$ cat src/hdl/qkvs_pkg.sv
// Shared widths, register codes, target codes and the derived-configuration
// bundle of the QKV splitter with key/value cache writer. No dependencies.
package qkvs_pkg;

  // Item field widths
  localparam int SAMPLE_W   = 6;
  localparam int POS_W      = 17;
  localparam int ELEM_W     = 16;
  localparam int DATA_W     = 32;
  localparam int BF16_W     = 16;
  localparam int ADDR_W     = 48;
  localparam int TARGET_W   = 2;

  // Configuration register widths
  localparam int CFG_IDX_W  = 3;
  localparam int CFG_DATA_W = 18;
  localparam int HS_W       = 9;
  localparam int QH_W       = 8;
  localparam int KVH_W      = 7;
  localparam int SEQ_W      = 18;
  localparam int LAYER_W    = 7;
  localparam int CAP_W      = 7;
  localparam int WIN_W      = 18;
  localparam int BCNT_W     = 7;

  // Derived quantity widths
  localparam int KVDIM_W    = HS_W + KVH_W;          // head_size * kv_heads
  localparam int QLEN_W     = HS_W + QH_W;           // head_size * query_heads
  localparam int TOTAL_W    = QLEN_W + 1;            // q_len + 2 * kv_dim
  localparam int CAPX_W     = CAP_W + SEQ_W;         // capacity * rows
  localparam int LSTRIDE_W  = CAPX_W + KVDIM_W;      // one layer's size
  localparam int LHALF_W    = LAYER_W;               // (layer + 1) / 2
  localparam int QADDR_W    = SAMPLE_W + QLEN_W + 1; // sample * q_len + elem
  localparam int ROW_W      = SAMPLE_W + SEQ_W + 1;  // sample * stride + pos
  localparam int ROWKV_W    = ROW_W + KVDIM_W;       // row * kv_dim

  // Remainder pipeline: position mod window, a few quotient bits per stage
  localparam int REM_W        = WIN_W;
  localparam int REM_STEP     = 3;
  localparam int REM_STAGES   = (POS_W + REM_STEP - 1) / REM_STEP;
  localparam int REM_STAGE_W  = $clog2(REM_STAGES);
  localparam int POS_IDX_W    = $clog2(POS_W);

  // Register reset values
  localparam logic [HS_W-1:0]    HS_RST   = HS_W'(64);
  localparam logic [QH_W-1:0]    QH_RST   = QH_W'(64);
  localparam logic [KVH_W-1:0]   KVH_RST  = KVH_W'(8);
  localparam logic [SEQ_W-1:0]   SEQ_RST  = SEQ_W'(4096);
  localparam logic [LAYER_W-1:0] LAYER_RST = LAYER_W'(0);
  localparam logic [CAP_W-1:0]   CAP_RST  = CAP_W'(8);
  localparam logic [WIN_W-1:0]   WIN_RST  = WIN_W'(128);
  localparam logic [BCNT_W-1:0]  BCNT_RST = BCNT_W'(1);

  typedef enum logic [CFG_IDX_W-1:0] {
    REG_HEAD_SIZE       = 3'd0,
    REG_QUERY_HEADS     = 3'd1,
    REG_KV_HEADS        = 3'd2,
    REG_SEQUENCE_LENGTH = 3'd3,
    REG_LAYER_NUMBER    = 3'd4,
    REG_BATCH_CAPACITY  = 3'd5,
    REG_WINDOW_SIZE     = 3'd6,
    REG_BATCH_COUNT     = 3'd7
  } cfg_reg_e;

  typedef enum logic [TARGET_W-1:0] {
    TGT_QUERY = 2'd0,
    TGT_KEY   = 2'd1,
    TGT_VALUE = 2'd2
  } target_e;

  // Configuration as the item pipeline sees it. Each member lags the last write
  // by the register depth noted beside it (raw members are the registers themselves).
  typedef struct packed {
    logic [WIN_W-1:0]   win;          // raw
    logic [BCNT_W-1:0]  batch_count;  // raw
    logic [KVDIM_W-1:0] kv_dim;       // depth 1
    logic [QLEN_W-1:0]  q_len;        // depth 1
    logic [SEQ_W-1:0]   stride;       // depth 1
    logic               odd;          // depth 1
    logic [TOTAL_W-1:0] total;        // depth 2
    logic [ADDR_W-1:0]  base;         // depth 4
  } cfg_t;

endpackage

$ cat src/hdl/qkvs_rem_step.sv
// One stage of the restoring remainder unit that reduces a cache position
// modulo the window size, a few quotient bits per stage. Depends on qkvs_pkg.
module qkvs_rem_step (
  input  logic [qkvs_pkg::REM_STAGE_W-1:0] stage_i,
  input  logic [qkvs_pkg::WIN_W-1:0]       win_i,
  input  logic [qkvs_pkg::POS_W-1:0]       pos_i,
  input  logic [qkvs_pkg::REM_W-1:0]       rem_i,
  output logic [qkvs_pkg::REM_W-1:0]       rem_o
);
  import qkvs_pkg::*;

  always_comb begin
    logic [REM_W:0]   acc;
    logic [REM_W-1:0] rem;
    int               idx;
    rem = rem_i;
    acc = '0;
    for (int j = 0; j < REM_STEP; j++) begin
      idx = POS_W - 1 - REM_STEP * int'(stage_i) - j;
      if (idx >= 0) begin
        // Shift in the next dividend bit, subtract the divisor if it fits.
        acc = {rem, pos_i[idx[POS_IDX_W-1:0]]};
        if (acc >= {1'b0, win_i}) begin
          acc = acc - {1'b0, win_i};
        end
        rem = acc[REM_W-1:0];
      end
    end
    rem_o = rem;
  end

endmodule

$ cat config.mk
export PLATFORM = sky130hd
export DESIGN_NAME = qkvs_rem_step
export DESIGN_NICKNAME = d
export VERILOG_FILES = /design/src/hdl/qkvs_pkg.sv /design/src/hdl/qkvs_rem_step.sv
export SDC_FILE = /design/constraint.sdc
export NUM_CORES = 1
export LEC_CHECK = 0
export BUFFER_PORTS_ARGS = -buffer_cell sky130_fd_sc_hd__buf_2
export CAP_MARGIN = 20
export CORE_UTILIZATION = 65
export DETAILED_ROUTE_END_ITERATION = 10
export PLACE_DENSITY = 0.91
export SYNTH_ARGS = -nofsm -noshare
export SYNTH_HDL_FRONTEND = slang
export SYNTH_SLANG_ARGS = --single-unit
export TNS_END_PERCENT = 20
$ cat constraint.sdc
create_clock -name vclk -period 65.4
set_input_delay 19.62 -clock vclk [all_inputs]
set_output_delay 19.62 -clock vclk [all_outputs]
set_load 0.005 [all_outputs]
==> results by group <==
Outcome
  • Status: finished clean

Cells and area
  • Seq Cell Count: 0
  • CLK BUF: 0
  • Register area: 0 um^2
  • Fin util: 73.84%
  • Area Overhead vs Synth: 8.078%
  • Post-Layout Cell Count: 810
  • Nets@finish: 835
  • Layout cells sized above 1: 16.95%
  • N_diodes: 0

Synth
  • Synth Area in XOR/XNOR: 8.611%
  • Adder-Cell Fraction of Synth Area: 17.28%
  • Largest family of logic cells by synthesized area: compound AO/OA/AOI/OAI gates
  • Share of Yosys cell area claimed by the top area cell type: 16.00%
  • Synth top cells by count: nand2_1 (73), ha_1 (60), nor2_1 (56)
  • Sequential share of the synthesized area: 0%
  • Mean post-synth cell area: 7.079 um^2
  • Unique cell type count in the Yosys netlist: 71
  • Mapped Area: 0.004693 mm^2
  • Post-synthesis simple-gate area fraction: 24.55%
  • Compound-Gate Fraction of Synth Area: 29.25%
  • Top-count cell post-synth: nand2_1
  • Multiplexer share of the synthesized area: 14.26%
  • Area leader, netlist: ha_1
  • Syn Inst Count: 663
  • Synthesis Warnings: 0
  • Syn nets: 782
  • Top cells by area, synth: ha_1 (16%), mux4_2 (6.2%), nand2_1 (5.8%), xnor2_1 (5.8%), mux2i_1 (5.3%)

CTS
  • Setup Fix Bufs, Post-CTS: 0
  • CTS resizes: 0
  • CTS Hold Bufs: 0

Timing
  • Tmin final: 49880 ps
  • Slew HR: 25.61%
  • Period utilization: 76.27%
  • Worst Tran Pin Value: 1116 ps
  • Unrepaired setup endpoints after global routing: false
  • Max Freq: 0.02005 GHz
  • # setup viols final: 0
  • Max-slew violations: 0
  • Hold Vio Cnt, Final: 0
  • Total negative slack: 0 ps
  • Hold slack final: 39840 ps

Run
  • Max Cap Viol: 0

Die
  • Ports: 74
  • Core area: 0.006869 mm^2
  • Die ar.: 0.007564 mm^2
  • Chip width: 86.97 um
  • Site Rows: 30
  • Die outline height: 86.97 um
  • Initial core utilization: 68.32%

Place
  • Placed Instances: 809
  • PortBufs: 74
  • Routability cong.: 1.001
  • HPWL after DPL: 11620 um

Hold path
  • Hold Path End: rem_o[1]
  • Hold_sp: win_i[1]
  • Hold Crit Class: in2out
  • WHS Path Cells: 5

Routing
  • Initial DRC Count: 585
  • Vias per cell: 6.752
  • Number of remaining DRC errors: 0
  • Vias: 5469
  • 1st-pass router iterations: 6
  • ANT nets after route: 0
  • Wire per inst: 17.35 um
  • WL final: 14060 um

GRT
  • GRT Overall Usage: 36.31%
  • Grt ovf: 0
  • First-pass GRT wire length: 22350 um
  • Largest net degree at the start of global routing: 32
  • Initial antenna violation count: 0
  • Vias in the first global route: 4999

Critical path
  • CP Capture Type: output pin
  • Crit Path Max Fanout: 20
  • CP max-delay cell: a211oi_2
  • Startpoint Class: input port
  • Slowest Stage Delay on Critical Path: 680 ps
  • WP data required: 45780 ps
  • Critical path type: in2out
  • Arrival time at the worst endpoint: 30260 ps

Power and ir drop
  • Peak VDD IR: 9.422 uV
  • Power Density: 27.08 mW/mm^2
  • Leak Pwr: 0.002357 uW
  • Total Power: 137.4 uW
==> final cells by class <==
cell class	count	area [um^2]
Inverter	40	150.1
Tap cell	96	120.1
Timing Repair Buffer	76	385.4
Fill cell	582	1797
Multi-Input combinational cell	598	4417
==> report_power, final <==
part / switching (uW) / leakage [uW] / internal, uW
clock: 0 / 0 / 0
sequential: 0 / 0 / 0
combinational: 76.2 / 0.00236 / 61.2
total: 76.2 / 0.00236 / 61.2
==> metal layers <==
layer / global-route usage (%) / vias up / wire, um
met5: 0 / - / 0
met4: 10.45 / 0 / 379
met3: 4.171 / 37 / 1365
met2: 63.92 / 323 / 6507
met1: 46.43 / 2521 / 5802
li1: - / 2588 / -
==> cell usage in the layout, fill, tap and decap left out, drive strengths merged, types with 4 or more instances in the layout <==
master  instances
buf            76
nand2          73
ha             60
nor2           60
o21ai          53
a21oi          43
inv            40
xnor2          32
mux2i          27
nand3          23
nor3           18
a31oi          17
a21o           16
nand4          13
mux4           13
xor2           12
and3           10
o31ai           9
nor2b           8
or3             8
o21a            7
a221o           7
mux2            7
a21boi          6
or2             6
a211oi          6
a311oi          5
nand2b          5
o211ai          5
o21bai          4
and2            4
==> logic make-up after synthesis <==
group,count (synthesis)
and+or+nand+nor,241
adders and majority gates,63
buffers and inverters,65
muxes,47
xor gates and xnor gates,44
AOI/OAI and AO/OA,203
==> worst max-delay path by stage <==
stage	slack [ps]	startpoint	end	depth (start not counted)
2_1_floorplan	17060	stage_i[0]	rem_o[0]	42
3_3_place_gp	16160	stage_i[0]	rem_o[0]	39
5_1_grt	14820	stage_i[0]	rem_o[0]	39
6_report	15520	stage_i[0]	rem_o[0]	39
3_5_place_dp	15750	stage_i[0]	rem_o[0]	39
4_1_cts	15740	stage_i[0]	rem_o[0]	39
==> stage by stage <==
stage	area [um^2]	worst slack [ps]
2_1_floorplan	4693	17060
3_3_place_gp	5065	16160
3_5_place_dp	5065	15750
4_1_cts	5065	15740
5_1_grt	5072	14820
6_report	5072	15520
==> worst max-delay path, delay by kind of cell <==
kind	cells	cell delay (ps)
AOI/OAI and AO/OA	16	4300
xor gates and xnor gates	1	160
adders and majority gates	4	1730
buffers and inverters	4	740
muxes	5	1880
and+or+nand+nor	9	1770
Power figures use the tool's default switching activity.
