--- src/hdl/qkvs_pkg.sv ---
// Shared widths, register codes, target codes and the derived-configuration
// bundle of the QKV splitter with key/value cache writer. No dependencies.
package qkvs_pkg;

  // Item field widths
  localparam int SAMPLE_W   = 6;
  localparam int POS_W      = 17;
  localparam int ELEM_W     = 16;
  localparam int DATA_W     = 32;
  localparam int BF16_W     = 16;
  localparam int ADDR_W     = 48;
  localparam int TARGET_W   = 2;

  // Configuration register widths
  localparam int CFG_IDX_W  = 3;
  localparam int CFG_DATA_W = 18;
  localparam int HS_W       = 9;
  localparam int QH_W       = 8;
  localparam int KVH_W      = 7;
  localparam int SEQ_W      = 18;
  localparam int LAYER_W    = 7;
  localparam int CAP_W      = 7;
  localparam int WIN_W      = 18;
  localparam int BCNT_W     = 7;

  // Derived quantity widths
  localparam int KVDIM_W    = HS_W + KVH_W;          // head_size * kv_heads
  localparam int QLEN_W     = HS_W + QH_W;           // head_size * query_heads
  localparam int TOTAL_W    = QLEN_W + 1;            // q_len + 2 * kv_dim
  localparam int CAPX_W     = CAP_W + SEQ_W;         // capacity * rows
  localparam int LSTRIDE_W  = CAPX_W + KVDIM_W;      // one layer's size
  localparam int LHALF_W    = LAYER_W;               // (layer + 1) / 2
  localparam int QADDR_W    = SAMPLE_W + QLEN_W + 1; // sample * q_len + elem
  localparam int ROW_W      = SAMPLE_W + SEQ_W + 1;  // sample * stride + pos
  localparam int ROWKV_W    = ROW_W + KVDIM_W;       // row * kv_dim

  // Remainder pipeline: position mod window, a few quotient bits per stage
  localparam int REM_W        = WIN_W;
  localparam int REM_STEP     = 3;
  localparam int REM_STAGES   = (POS_W + REM_STEP - 1) / REM_STEP;
  localparam int REM_STAGE_W  = $clog2(REM_STAGES);
  localparam int POS_IDX_W    = $clog2(POS_W);

  // Register reset values
  localparam logic [HS_W-1:0]    HS_RST   = HS_W'(64);
  localparam logic [QH_W-1:0]    QH_RST   = QH_W'(64);
  localparam logic [KVH_W-1:0]   KVH_RST  = KVH_W'(8);
  localparam logic [SEQ_W-1:0]   SEQ_RST  = SEQ_W'(4096);
  localparam logic [LAYER_W-1:0] LAYER_RST = LAYER_W'(0);
  localparam logic [CAP_W-1:0]   CAP_RST  = CAP_W'(8);
  localparam logic [WIN_W-1:0]   WIN_RST  = WIN_W'(128);
  localparam logic [BCNT_W-1:0]  BCNT_RST = BCNT_W'(1);

  typedef enum logic [CFG_IDX_W-1:0] {
    REG_HEAD_SIZE       = 3'd0,
    REG_QUERY_HEADS     = 3'd1,
    REG_KV_HEADS        = 3'd2,
    REG_SEQUENCE_LENGTH = 3'd3,
    REG_LAYER_NUMBER    = 3'd4,
    REG_BATCH_CAPACITY  = 3'd5,
    REG_WINDOW_SIZE     = 3'd6,
    REG_BATCH_COUNT     = 3'd7
  } cfg_reg_e;

  typedef enum logic [TARGET_W-1:0] {
    TGT_QUERY = 2'd0,
    TGT_KEY   = 2'd1,
    TGT_VALUE = 2'd2
  } target_e;

  // Configuration as the item pipeline sees it. Each member lags the last write
  // by the register depth noted beside it (raw members are the registers themselves).
  typedef struct packed {
    logic [WIN_W-1:0]   win;          // raw
    logic [BCNT_W-1:0]  batch_count;  // raw
    logic [KVDIM_W-1:0] kv_dim;       // depth 1
    logic [QLEN_W-1:0]  q_len;        // depth 1
    logic [SEQ_W-1:0]   stride;       // depth 1
    logic               odd;          // depth 1
    logic [TOTAL_W-1:0] total;        // depth 2
    logic [ADDR_W-1:0]  base;         // depth 4
  } cfg_t;

endpackage

--- src/hdl/qkvs_cfg.sv ---
// Configuration registers and the pipelined products derived from them
// (row sizes, layer strides, layer base). Depends on qkvs_pkg.
module qkvs_cfg (
  input  logic                            clk_i,
  input  logic                            rst_ni,
  input  logic                            cfg_we_i,
  input  logic [qkvs_pkg::CFG_IDX_W-1:0]  cfg_index_i,
  input  logic [qkvs_pkg::CFG_DATA_W-1:0] cfg_data_i,
  output qkvs_pkg::cfg_t                  cfg_o
);
  import qkvs_pkg::*;

  logic [HS_W-1:0]    hs_q;
  logic [QH_W-1:0]    qh_q;
  logic [KVH_W-1:0]   kvh_q;
  logic [SEQ_W-1:0]   seq_q;
  logic [LAYER_W-1:0] layer_q;
  logic [CAP_W-1:0]   cap_q;
  logic [WIN_W-1:0]   win_q;
  logic [BCNT_W-1:0]  bcnt_q;

  // depth 1
  logic [KVDIM_W-1:0] kv_dim_q;
  logic [QLEN_W-1:0]  q_len_q;
  logic [CAPX_W-1:0]  cap_seq_q, cap_win_q;
  logic [LHALF_W-1:0] lh_q, lh1_q;
  logic [SEQ_W-1:0]   stride_q;
  logic               odd_q;
  // depth 2
  logic [TOTAL_W-1:0]   total_q;
  logic [LSTRIDE_W-1:0] l_odd_q, l_even_q;
  // depth 3
  logic [ADDR_W-1:0]    part_odd_q, part_even_q;
  // depth 4
  logic [ADDR_W-1:0]    base_q;

  always_ff @(posedge clk_i or negedge rst_ni) begin
    if (!rst_ni) begin
      hs_q    <= HS_RST;
      qh_q    <= QH_RST;
      kvh_q   <= KVH_RST;
      seq_q   <= SEQ_RST;
      layer_q <= LAYER_RST;
      cap_q   <= CAP_RST;
      win_q   <= WIN_RST;
      bcnt_q  <= BCNT_RST;
    end else if (cfg_we_i) begin
      case (cfg_reg_e'(cfg_index_i))
        REG_HEAD_SIZE:       hs_q    <= cfg_data_i[HS_W-1:0];
        REG_QUERY_HEADS:     qh_q    <= cfg_data_i[QH_W-1:0];
        REG_KV_HEADS:        kvh_q   <= cfg_data_i[KVH_W-1:0];
        REG_SEQUENCE_LENGTH: seq_q   <= cfg_data_i[SEQ_W-1:0];
        REG_LAYER_NUMBER:    layer_q <= cfg_data_i[LAYER_W-1:0];
        REG_BATCH_CAPACITY:  cap_q   <= cfg_data_i[CAP_W-1:0];
        REG_WINDOW_SIZE:     win_q   <= cfg_data_i[WIN_W-1:0];
        REG_BATCH_COUNT:     bcnt_q  <= cfg_data_i[BCNT_W-1:0];
        default: ;
      endcase
    end
  end

  // Free-running product chain: registered multiplies, then the final base add.
  always_ff @(posedge clk_i) begin
    kv_dim_q  <= KVDIM_W'(hs_q) * KVDIM_W'(kvh_q);
    q_len_q   <= QLEN_W'(hs_q) * QLEN_W'(qh_q);
    cap_seq_q <= CAPX_W'(cap_q) * CAPX_W'(seq_q);
    cap_win_q <= CAPX_W'(cap_q) * CAPX_W'(win_q);
    lh_q      <= LHALF_W'(layer_q >> 1);
    lh1_q     <= LHALF_W'(({1'b0, layer_q} + (LAYER_W + 1)'(1)) >> 1);
    stride_q  <= layer_q[0] ? seq_q : win_q;
    odd_q     <= layer_q[0];

    total_q   <= TOTAL_W'(q_len_q) + TOTAL_W'({kv_dim_q, 1'b0});
    l_odd_q   <= LSTRIDE_W'(cap_seq_q) * LSTRIDE_W'(kv_dim_q);
    l_even_q  <= LSTRIDE_W'(cap_win_q) * LSTRIDE_W'(kv_dim_q);

    part_odd_q  <= ADDR_W'(lh_q) * ADDR_W'(l_odd_q);
    part_even_q <= ADDR_W'(lh1_q) * ADDR_W'(l_even_q);

    base_q <= part_odd_q + part_even_q;
  end

  assign cfg_o.win         = win_q;
  assign cfg_o.batch_count = bcnt_q;
  assign cfg_o.kv_dim      = kv_dim_q;
  assign cfg_o.q_len       = q_len_q;
  assign cfg_o.stride      = stride_q;
  assign cfg_o.odd         = odd_q;
  assign cfg_o.total       = total_q;
  assign cfg_o.base        = base_q;

endmodule

--- config.mk ---
export PLATFORM = sky130hd
export DESIGN_NAME = qkvs_cfg
export DESIGN_NICKNAME = d
export VERILOG_FILES = /design/src/hdl/qkvs_pkg.sv /design/src/hdl/qkvs_cfg.sv
export SDC_FILE = /design/constraint.sdc
export NUM_CORES = 2
export LEC_CHECK = 0
export BUFFER_PORTS_ARGS = -buffer_cell sky130_fd_sc_hd__buf_2
export CAP_MARGIN = 30
export CORE_ASPECT_RATIO = 0.7
export CORE_UTILIZATION = 38
export CTS_BUF_LIST = sky130_fd_sc_hd__clkbuf_4
export DETAILED_ROUTE_END_ITERATION = 10
export SLEW_MARGIN = 20
export SYNTH_ARGS = -nofsm -noshare
export SYNTH_HDL_FRONTEND = slang
export SYNTH_SLANG_ARGS = --single-unit
--- constraint.sdc ---
create_clock -name clk_i -period 8.5 [get_ports clk_i]
set_input_delay 0.425 -clock clk_i [delete_from_list [all_inputs] [get_ports clk_i]]
set_output_delay 0.425 -clock clk_i [all_outputs]
set_load 0.1 [all_outputs]
==> run_results.csv <==
group,metric,value,unit
global_routing,use_met1,31.2,%
sta,fin_crit,7380,ps
synthesis,synth_edf_count,0,
routing,ant_nets,0,
sta,finalSetupViolCount,0,
place,globalplace.congestion,0.939,
sta,finalSetupTns,0,ps
synthesis,syn_avg_cell_area,9.09,um^2
setup_path,worstPathRequired,9350,ps
sta,drv_slew,0,
layout,num-nets-final,9149,
die,initial_core_util,38.5,%
setup_path,critPathMaxFanout,27,
clock_tree,clock-sinks,439,
setup_path,arrival,8230,ps
routing,drtIter0Drc,3782,
sta,finalCritPeriodShare,86.9,%
die,dieArea,176000,um^2
synthesis,syn_area,66300,um^2
routing,wire_per_inst,18.2,um
routing,drc_errors,0,
sta,maxSlewHeadroom,32.9,%
synthesis,syn_nets,9111,
setup_path,r2r_cells,24,
layout,fillCellCount,17000,
setup_path,critPathLaunchType,"flop",
layout,stdcell_area,71100,um^2
die,die_w,501,um
synthesis,synth.area.top_cells,"fa_1 (37%), dfxtp_1 (11%), ha_1 (11%)",
synthesis,yosysTopAreaCell,"fa_1",
clock_tree,root_buffer,"clkbuf_4",
min_path,hp-class,"input pin to flop",
sta,max_freq,135,MHz
sta,worst_slew_pin_slew,1010,ps
clock_tree,cts_resized,0,
die,ios,167,
global_routing,grt_pass1_wl,288000,um
synthesis,yosys.area.top_type_share,37.1,%
outcome,status,"completed",
global_routing,top_usage_layer,"met1",
die,die_h,351,um
synthesis,synth.distinct_cells,83,
synthesis,async_flop_share,18.5,%
sta,grt_setup_unrepaired,"no",
die,rows,127,
clock_tree,numCtsBuffers,110,
die,core,172000,um^2
clock_tree,htreeDepth,3,
routing,num_vias,49100,
clock_tree,clockBufferDepth,3,
clock_tree,clk_pin_slew_worst_paths,70,ps
setup_path,startpoint,"kv_dim_q[8]$_DFF_P_",
clock_tree,clk_latency,1060,ps
synthesis,synthTopCellsByCount,"nand2_1 (1282), inv_1 (1281), fa_1 (1227)",
synthesis,ys_ff_latch,439,
place,dp.cells,9508,
routing,firstDrtPassIters,6,
place,hpwl,142000,um
global_routing,grt-ovfl-total,0,
setup_path,rr_startpoint,"kv_dim_q[8]$_DFF_P_",
min_path,hp-start,"cfg_data_i[14]",
layout,stdcell_count,9750,
layout,syn_to_final_growth,7.35,%
routing,viasPerCell,5.03,
layout,drive_gt1_share,7.51,%
global_routing,met3_usage,5.42,%
clock_tree,cts_tree,"yes",
global_routing,met2_usage,29.3,%
global_routing,grt_start_max_net_pins,53,
setup_path,crit_path_end_kind,"flop",
sta,timing_hold_violations_final,0,
global_routing,antenna_found_initial,8,
place,numPortBuffers,166,
global_routing,grt_usage,20.7,%
synthesis,yosysWarningCount,0,
synthesis,yosysSeqAreaShare,13.9,%
sta,clock_skew,113,ps
min_path,hold_depth,3,
flow_run,cap_violations,0,
synthesis,yosysMostFrequentCell,"nand2_1",
synthesis,ys.flop_type,"dfxtp_1",
setup_path,path_class,"flop to flop",
global_routing,grt_pass1_vias,51700,
synthesis,syn_inst,7292,
place,post_dp_cell_area,69300,um^2
routing,wirelength,177000,um
==> sequential cells by signal, indices dropped and copies added, names as in the netlist, 8 cells and up <==
register,cells
cap_seq_q,25
hs_q,9
part_even_q,48
l_even_q,41
stride_q,18
seq_q,18
total_q,18
win_q,18
kv_dim_q,16
base_q,48
qh_q,8
cap_win_q,25
l_odd_q,41
part_odd_q,47
q_len_q,17
==> cell usage in the layout (no fill, tap or decap), types with 8 or more instances in the layout <==
master and count:
nand2_1 1282, inv_1 1281, fa_1 1227, and2_1 589, ha_1 568, dfxtp_1 343
a21oi_1 241, xnor2_1 188, buf_2 166, clkbuf_4 151, nor2_1 147, a21o_1 140
o21ai_0 139, mux2_2 99, xor2_1 93, dfrtp_1 74, o21bai_1 52, nand3_1 50
buf_4 50, nand4_1 43, nor3_1 35, nor2b_1 33, o21a_1 31, a31oi_1 30
nand2b_1 29, dlygate4sd3_1 29, clkinv_1 28, a211oi_1 27, and3_1 21, dfxtp_2 15
o31ai_1 14, o211ai_1 13, clkinv_2 13, or3_1 11, o21ai_1 9, a31o_2 8
==> cells by family (layout without fill, tap and decap cells) <==
group | count (synthesis) | in the layout | share of synthesized area (%)
simple gates | 2274 | 2274 | 16.0
fa+ha+maj | 1795 | 1795 | 47.8
buf+inv | 1607 | 1736 | 9.11
compound gates | 794 | 794 | 7.78
flops | 439 | 439 | 13.9
xor+xnor | 281 | 281 | 3.71
mux | 102 | 102 | 1.73
other cells | 0 | 7 | 0
==> critical path: stages (launching register included) <==
cell and delay (ps):
dfxtp_2 780, buf_4 470, nand2_1 130, fa_1 540, inv_1 60, fa_1 530, inv_1 80, fa_1 530
inv_1 50, fa_1 400, fa_1 530, inv_1 50, fa_1 470, inv_1 50, ha_1 380, a21oi_1 320
o21ai_1 110, a31oi_1 170, o21ai_0 120, a41oi_1 260, o41ai_1 170, a221o_1 350, a21o_1 230, a211oi_1 290
xnor2_1 120
==> layer usage <==
| layer | routed length (um) | part of all wire (%) |
|---|---|---|
| met1 | 87400 | 49 |
| met2 | 70500 | 40 |
| met3 | 16900 | 9.5 |
| met4 | 2680 | 1.5 |
| met5 | 13 | 0.0073 |
==> stage by stage <==
step                utilization, %  setup WS [ps]  hold slack (ps)
detailed placement            40.2           1250              353
global route                  41.3            714             83.6
floorplan                        -           1330              129
global placement              40.2           1440              357
CTS                           41.3           1210             6.83
finish                        41.3           1120              170
==> area by class of cell <==
type	instances	area, um^2	area share (%)
Sequential cell	439	9220	13.0
Clock buffer	151	1130	1.59
Timing Repair Buffer	252	1630	2.30
Clock inverter	52	380	0.535
Antenna cell	7	17.5	0.0246
Tap cell	2322	2910	4.08
Inverter	1281	4810	6.76
Multi-Input combinational cell	5246	51000	71.7
==> final timing paths <==
kind	end	slack, ps
setup / recovery	l_odd_q[40]$_DFF_P_	1120
hold / removal	seq_q[14]$_DFFE_PN0P_	170
setup reg to reg	l_odd_q[40]$_DFF_P_	1120
hold reg to reg	total_q[0]$_DFF_P_	380
max in group asynchronous	win_q[7]$_DFFE_PN1P_	7700
min in group asynchronous	kvh_q[3]$_DFFE_PN1P_	470
==> what timing repair did <==
action,in CTS,in global routing
hold buffers,30,0
setup buffers,0,0
hold endpoints to repair,162,0
Power is left out: the tool's default activity adds up to more than one toggle a clock period on the data nets, which glitch-free logic cannot reach.
